### src/design/qdc_pkg.sv
// shared types, constants and helpers for the quadrature detent counter
package qdc_pkg;

    localparam int CountW = 8;
    localparam int PinsW = 2;
    localparam int AddrW = 3;
    localparam int DataW = 32;

    localparam logic [CountW-1:0] MaxCountReset = 8'd99;
    localparam logic [AddrW-1:0] RegMaxCount = 3'd0;

    // 2/3 as a fixed-point reciprocal, 11 fraction bits, exact for counts up to 255
    localparam int DriveShift = 11;
    localparam int DriveProdW = 19;
    localparam logic [DriveProdW-1:0] DriveRecip = 19'd1366;

    typedef struct packed {
        logic [CountW-1:0] count;
        logic              changed;
    } t_lane_res;

    function automatic logic [CountW-1:0] f_drive(input logic [CountW-1:0] count);
        logic [DriveProdW-1:0] prod;
        prod = DriveProdW'(count) * DriveRecip;
        return prod[DriveShift +: CountW];
    endfunction

endpackage

### src/design/qdc_lane.sv
// one lane: detent state machine and saturating count
module qdc_lane
    import qdc_pkg::*;
(
    input  logic                i_clk,
    input  logic                i_rst_n,
    input  logic                i_accept,
    input  logic [PinsW-1:0]    i_pins,
    input  logic                i_enable,
    input  logic [CountW-1:0]   i_max_count,
    output t_lane_res           o_res
);

    typedef enum logic [4:0] {
        S_IDLE   = 5'b00001,
        S_AFIRST = 5'b00010,
        S_AARMED = 5'b00100,
        S_BFIRST = 5'b01000,
        S_BARMED = 5'b10000
    } t_phase;

    t_phase            r_phase, n_phase;
    logic [CountW-1:0] r_count, n_count;
    logic              n_changed;
    logic              a_on, b_on;

    assign a_on = ~i_pins[0];
    assign b_on = ~i_pins[1];

    always_comb begin
        n_phase   = r_phase;
        n_count   = r_count;
        n_changed = 1'b0;
        unique case (r_phase)
            S_IDLE: begin
                if (a_on) begin
                    n_phase = S_AFIRST;
                end else if (b_on) begin
                    n_phase = S_BFIRST;
                end
            end
            S_AFIRST: begin
                if (!a_on) begin
                    n_phase = S_IDLE;
                end else if (b_on) begin
                    n_phase = S_AARMED;
                end
            end
            S_AARMED: begin
                if (!b_on) begin
                    n_phase = S_IDLE;
                    if (i_enable && (r_count < i_max_count)) begin
                        n_count   = r_count + CountW'(1);
                        n_changed = 1'b1;
                    end
                end
            end
            S_BFIRST: begin
                if (!b_on) begin
                    n_phase = S_IDLE;
                end else if (a_on) begin
                    n_phase = S_BARMED;
                end
            end
            S_BARMED: begin
                if (!a_on) begin
                    n_phase = S_IDLE;
                    if (i_enable && (r_count != '0)) begin
                        n_count   = r_count - CountW'(1);
                        n_changed = 1'b1;
                    end
                end
            end
            default: begin
                n_phase = S_IDLE;
            end
        endcase
    end

    always_ff @(posedge i_clk) begin
        if (!i_rst_n) begin
            r_phase <= S_IDLE;
            r_count <= '0;
        end else if (i_accept) begin
            r_phase <= n_phase;
            r_count <= n_count;
        end
    end

    assign o_res.count   = n_count;
    assign o_res.changed = n_changed;

    a_count_holds: assert property (@(posedge i_clk) disable iff (!i_rst_n)
        !i_accept |=> $stable(r_count))
        else $error("lane count moved without a transaction");

    a_count_single_step: assert property (@(posedge i_clk) disable iff (!i_rst_n)
        i_accept |=> (r_count == $past(r_count)) ||
                     (r_count == $past(r_count) + 8'd1) ||
                     (r_count == $past(r_count) - 8'd1))
        else $error("lane count moved by more than one");

endmodule

### src/design/qdc_merge.sv
// merges lane results into one output transaction behind a skid stage
module qdc_merge
    import qdc_pkg::*;
#(
    parameter int LANES = 4,
    parameter int OutW  = 72
) (
    input  logic              i_clk,
    input  logic              i_rst_n,
    input  logic              i_accept,
    input  t_lane_res         i_lane [LANES],
    input  logic              i_stopped,
    input  logic              i_m_tready,
    output logic              o_s_tready,
    output logic              o_m_tvalid,
    output logic [OutW-1:0]   o_m_tdata
);

    logic [OutW-1:0] new_data;
    logic [LANES-1:0] changed;

    logic            r_out_valid, r_skid_valid;
    logic [OutW-1:0] r_out_data, r_skid_data;
    logic            out_free;

    always_comb begin
        new_data = '0;
        for (int i = 0; i < LANES; i++) begin
            new_data[CountW*i +: CountW]         = i_lane[i].count;
            new_data[CountW*(LANES+i) +: CountW] = f_drive(i_lane[i].count);
            changed[i]                           = i_lane[i].changed;
        end
        new_data[2*CountW*LANES] = (|changed) & i_stopped;
    end

    assign out_free   = !r_out_valid || i_m_tready;
    assign o_s_tready = !r_skid_valid;

    always_ff @(posedge i_clk) begin
        if (!i_rst_n) begin
            r_out_valid  <= 1'b0;
            r_skid_valid <= 1'b0;
        end else if (out_free) begin
            if (r_skid_valid) begin
                r_out_valid  <= 1'b1;
                r_skid_valid <= 1'b0;
            end else begin
                r_out_valid <= i_accept;
            end
        end else if (i_accept) begin
            r_skid_valid <= 1'b1;
        end
    end

    always_ff @(posedge i_clk) begin
        if (out_free) begin
            if (r_skid_valid) begin
                r_out_data <= r_skid_data;
            end else if (i_accept) begin
                r_out_data <= new_data;
            end
        end else if (i_accept) begin
            r_skid_data <= new_data;
        end
    end

    assign o_m_tvalid = r_out_valid;
    assign o_m_tdata  = r_out_data;

    a_skid_behind_out: assert property (@(posedge i_clk) disable iff (!i_rst_n)
        r_skid_valid |-> r_out_valid)
        else $error("skid stage holds data while output register is empty");

    a_skid_holds: assert property (@(posedge i_clk) disable iff (!i_rst_n)
        (r_skid_valid && !i_m_tready) |=> r_skid_valid && $stable(r_skid_data))
        else $error("skid stage lost or changed data while stalled");

endmodule

### src/design/quadrature_detent_counter.sv
// top level: lane array, merging stage and configuration register
// a result is registered in the output register, or in the skid register on a stall
// throughput: one transaction per cycle while the skid register is empty
// a two-entry output stage (register plus skid) keeps ready high until the skid fills
// reset is synchronous and active low: phases go idle, counts to 0, max_count to 99
module quadrature_detent_counter
    import qdc_pkg::*;
#(
    parameter int  LANES = 4,
    localparam int InW   = ((3*LANES + 1 + 7) / 8) * 8,
    localparam int OutW  = ((2*CountW*LANES + 1 + 7) / 8) * 8
) (
    input  logic               i_clk,
    input  logic               i_rst_n,
    input  logic               s_axis_tvalid,
    output logic               s_axis_tready,
    // pins_lane0..N-1 (2 bits each), enable_lane0..N-1, generator_stopped, zero pad
    input  logic [InW-1:0]     s_axis_tdata,
    output logic               m_axis_tvalid,
    input  logic               m_axis_tready,
    // count_lane0..N-1, drive_lane0..N-1 (8 bits each), test_pulse_request, zero pad
    output logic [OutW-1:0]    m_axis_tdata,
    input  logic               psel,
    input  logic               penable,
    input  logic               pwrite,
    input  logic [AddrW-1:0]   paddr,
    input  logic [DataW-1:0]   pwdata,
    output logic [DataW-1:0]   prdata,
    output logic               pready
);

    logic              accept;
    logic [CountW-1:0] r_max_count;
    t_lane_res         lane_res [LANES];

    assign accept = s_axis_tvalid && s_axis_tready;
    assign pready = 1'b1;

    always_ff @(posedge i_clk) begin
        if (!i_rst_n) begin
            r_max_count <= MaxCountReset;
        end else if (psel && penable && pwrite && pready
                     && (paddr[AddrW-1:2] == RegMaxCount[AddrW-1:2])) begin
            r_max_count <= pwdata[CountW-1:0];
        end
    end

    always_comb begin
        prdata = '0;
        if (paddr[AddrW-1:2] == RegMaxCount[AddrW-1:2]) begin
            prdata = {{(DataW-CountW){1'b0}}, r_max_count};
        end
    end

    for (genvar g = 0; g < LANES; g++) begin : g_lane
        qdc_lane u_lane (
            .i_clk       (i_clk),
            .i_rst_n     (i_rst_n),
            .i_accept    (accept),
            .i_pins      (s_axis_tdata[PinsW*g +: PinsW]),
            .i_enable    (s_axis_tdata[PinsW*LANES + g]),
            .i_max_count (r_max_count),
            .o_res       (lane_res[g])
        );
    end

    qdc_merge #(
        .LANES (LANES),
        .OutW  (OutW)
    ) u_merge (
        .i_clk      (i_clk),
        .i_rst_n    (i_rst_n),
        .i_accept   (accept),
        .i_lane     (lane_res),
        .i_stopped  (s_axis_tdata[3*LANES]),
        .i_m_tready (m_axis_tready),
        .o_s_tready (s_axis_tready),
        .o_m_tvalid (m_axis_tvalid),
        .o_m_tdata  (m_axis_tdata)
    );

endmodule
### config.mk
export PLATFORM = sky130hd
export DESIGN_NAME = quadrature_detent_counter
export DESIGN_NICKNAME = d
export VERILOG_FILES = /design/src/design/qdc_pkg.sv /design/src/design/qdc_lane.sv /design/src/design/qdc_merge.sv /design/src/design/quadrature_detent_counter.sv
export SDC_FILE = /design/constraint.sdc
export NUM_CORES = 1
export LEC_CHECK = 0
export ABC_AREA = 1
export BUFFER_PORTS_ARGS = -buffer_cell sky130_fd_sc_hd__buf_2
export CORE_UTILIZATION = 59
export DETAILED_ROUTE_END_ITERATION = 12
export MAX_ROUTING_LAYER = met4
export PLACE_DENSITY = 0.78
export SYNTH_ARGS = -nofsm -noshare
export SYNTH_HDL_FRONTEND = slang
export SYNTH_HIERARCHICAL = 1
export SYNTH_SLANG_ARGS = --single-unit
### constraint.sdc
create_clock -name i_clk -period 5.46 [get_ports i_clk]
set_input_delay 0 -clock i_clk [delete_from_list [all_inputs] [get_ports i_clk]]
set_output_delay 0 -clock i_clk [all_outputs]
set_load 0.02 [all_outputs]
==> impl_results.md <==
- Synth warn: 6
- Clock buffer depth: 2
- IO Count: approximately 170
- CTS tree: built
- Final period util: 0.947
- Slew Viols, Final: 0
- Hold_ws: 0.0389 ns
- Hold Fails Final Rpt: 0
- Total core area: around 0.029 mm^2
- FP Rows: 62
- Worst Max-Slew Pin Slew: 0.879 ns
- Final Setup Violations: 0
- Mapped Cells: approximately 2300
- Sequential area share after synthesis: 0.295
- RSZ-0062 raised after global routing: false
- Die Ht: ~170 um
- Register area: a little over 0.005 mm^2
- Hold Crit Class: input port to flop
- Vias: 15300
- Placed wire-length estimate: about 32 mm
- Initial core utilization: 0.604
- CP max FO: 6
- GRT Resource Usage Total: 0.300
- Routability cong.: between 0.9 and 1
- Worst Skew: roughly 0.014 ns
- Area grow syn2layout: 10.3%
- Pwr dens: between 200 and 300 mW/mm^2
- Netlist cell types: slightly above 40
- Die area: 0.0302 mm^2
- Max-cap violations: 0
- Setup TNS: 0 ns
- Arr. time, crit path: roughly 5.4 ns
- Via density per instance: approximately 5.4
- Clock Sinks: between 150 and 200
- CTS buffer count: 17
- Layout cell share with drive strength beyond 1: 0.125
- First-pass GRT wire length: about 72 mm
- Leak: roughly 10 nW
- Initial DRC count: 1049
- First drt pass iteration count: 6
- Synth Area per Inst: 7.53 um^2
- H-tree Lvls: 4
- DRC: 0
- F_max: 193 MHz
- Flop and latch count out of synthesis: 192
- Root Driver: clkbuf_16
- Antenna Nets Post-Route: 0
- Vias in the first global route: between 10000 and 15000
- Crit Path Category: flop to flop
- Mapped cell area: roughly 0.017 mm^2
- Clock slew at the register clock pins of the worst setup and hold paths: about 0.080 ns
- Largest net degree at the start of global routing: 72
- Setup crit end kind: flop
- WL/cell: approximately 15 um
- Initial antenna violation count: 3
- Fillers: between 2000 and 2500
- Worst-skew pair later-pin latency: between 0.4 and 0.5 ns
- Routed WL: ~43 mm
- Final Critical Period: 5.17 ns
- Final net count: roughly 2800
- Status: completed
- Die W: 174 um
- GRT overflow: 0
- Area occupied by multi-input gates: about 0.010 mm^2
- Crit start category: flop
- Worst slew margin: 0.414
- CP required: approximately 5.7 ns
- Max VDD drop: between 0.15 and 0.2 mV
- IO Port Bufs: 103
## path summary, 6_finish.rpt
path,startpoint,end,slack (ns),cells after the start
hold reg to reg,u_merge/r_skid_data[20]$_DFFE_PP_,u_merge/o_m_tdata[20]$_DFFE_PP_,0.52,2
setup / recovery,r_max_count[7]$_SDFFE_PN0P_,u_merge/r_skid_data[54]$_DFFE_PP_,0.29,21
hold / removal,psel,r_max_count[0]$_SDFFE_PN1P_,0.04,6
setup reg to reg,r_max_count[7]$_SDFFE_PN0P_,u_merge/r_skid_data[54]$_DFFE_PP_,0.29,21
## cell usage after synthesis
cell type	instances	area share
and2_4	5	0.0025
nand2_2	29	0.010
nor2_4	2	0.0013
o21ai_1	15	0.0043
nand2_4	2	0.0013
nor3_2	2	0.0011
nand3_2	7	0.0040
o41a_1	1	0.00065
nor4_2	4	0.0029
nor2_2	27	0.0097
ha_1	208	0.15
o21bai_1	5	0.0022
inv_1	393	0.085
fa_1	60	0.069
o211ai_1	4	0.0017
nand2_1	586	0.13
clkinv_2	4	0.0011
nor4_1	8	0.0029
a21oi_1	117	0.034
nor2_1	124	0.027
nand3_1	219	0.063
nor3_1	15	0.0043
inv_2	17	0.0037
dfxtp_1	62	0.071
buf_4	44	0.019
nor2_8	1	0.0011
conb_1	3	0.00065
and2_1	36	0.013
o22ai_1	4	0.0014
nand3b_1	9	0.0039
nand4_2	4	0.0029
buf_6	9	0.0058
o21a_1	8	0.0034
inv_4	1	0.00036
clkinv_1	6	0.0013
edfxtp_1	130	0.22
nand4_1	63	0.023
buf_2	6	0.0017
o21ai_0	59	0.017
a21oi_2	4	0.0020
clkbuf_1	13	0.0028
## routing by layer
metal / global-route usage / up-vias / wire length, um
met5: - / - / 0
met1: 0.395 / 7061 / 20000
li1: - / 7742 / -
met3: 0.0341 / 70 / 2130
met4: 0.100 / 0 / 919
met2: 0.482 / 475 / 19700
## logic make-up (layout without fill, tap and decap cells)
logic type / count (synthesis) / after routing / share of synthesized area
buffers and inverters: 493 / 620 / 0.120
AND/OR/NAND/NOR: 1143 / 1143 / 0.300
other: 3 / 35 / 0.000646
adder cells (fa/ha/maj): 268 / 268 / 0.218
flip-flops: 192 / 192 / 0.295
AO/OA/AOI/OAI: 217 / 217 / 0.0662
## cell usage in the layout, fill, tap and decap left out, types with 8 or more instances in the layout
| cell | synthesis | final |
|---|---|---|
| and2_1 | 36 | 36 |
| a21oi_1 | 117 | 114 |
| nand2_2 | 29 | 31 |
| o21ai_0 | 59 | 59 |
| nand3_1 | 219 | 219 |
| dlygate4sd3_1 | 0 | 26 |
| nor3_1 | 15 | 15 |
| inv_2 | 17 | 18 |
| nor2_1 | 124 | 122 |
| buf_2 | 6 | 103 |
| ha_1 | 208 | 205 |
| buf_4 | 44 | 36 |
| nand2_1 | 586 | 584 |
| nand3b_1 | 9 | 9 |
| clkbuf_16 | 0 | 19 |
| dfxtp_1 | 62 | 46 |
| inv_1 | 393 | 394 |
| edfxtp_1 | 130 | 130 |
| nor2_2 | 27 | 27 |
| fa_1 | 60 | 60 |
| conb_1 | 3 | 32 |
| nor4_1 | 8 | 8 |
| o21ai_1 | 15 | 15 |
| nand4_1 | 63 | 63 |
| dfxtp_2 | 0 | 16 |
## critical path, cell delays in order (launching register included)
cell     delay, ns
dfxtp_2       0.41
inv_1         0.07
ha_1          0.31
a21oi_1       0.16
o21a_2        0.23
and2_4        0.20
nand3_1       0.10
nand2_1       0.09
nand2_1       0.06
nand2_1       0.25
ha_2          0.39
fa_1          0.51
inv_1         0.06
fa_1          0.38
inv_1         0.10
fa_1          0.43
ha_1          0.33
a21oi_1       0.23
o21ai_1       0.14
a21oi_2       0.19
nand3_1       0.11
and2_1        0.17
## final cells by class
type,instances,share of cell area
Multi-Input combinational cell,1660,0.538
Sequential cell,192,0.269
Inverter,421,0.0826
Timing Repair Buffer,167,0.0565
Clock buffer,22,0.0255
Tap cell,384,0.0250
Clock inverter,10,0.00364
Antenna cell,3,0.000390
## flip-flops by register name, summed over array words and instances (netlist names)
signal and flops:
u_merge/o_m_tvalid 1, g_lane.u_lane/r_count 32, u_merge/r_skid_valid 1, g_lane.u_lane/r_phase 20, u_merge/r_skid_data 65, r_max_count 8, u_merge/o_m_tdata 65
## per-stage QoR
stage	total power (W)	cell area, um^2	setup slack [ns]	utilization	cells
floorplan	0.00334	17500	0.566	-	2345
global placement	0.00374	18400	0.202	0.636	2798
detailed placement	0.00381	18400	0.0863	0.636	2798
CTS	0.00507	19200	0.0564	0.665	2856
global route	0.00542	19200	0.00390	0.666	2859
finish	0.00506	19200	0.290	0.666	2859
## repair_timing
action | CTS | global route
endpoints found under the hold margin | 20 | 0
endpoints found under the setup margin | 0 | 60
setup buffers | 0 | 0
resized for setup | 0 | 27
hold buffers | 26 | 0
## where the power goes
part / internal, W / switching, W / total (W)
clock: 0.000649 / 0.000585 / 0.00123
combinational: 0.000730 / 0.00130 / 0.00203
sequential: 0.00173 / 0.0000684 / 0.00180
total: 0.00311 / 0.00195 / 0.00506
No activity file was read; power rests on OpenSTA's default activity.
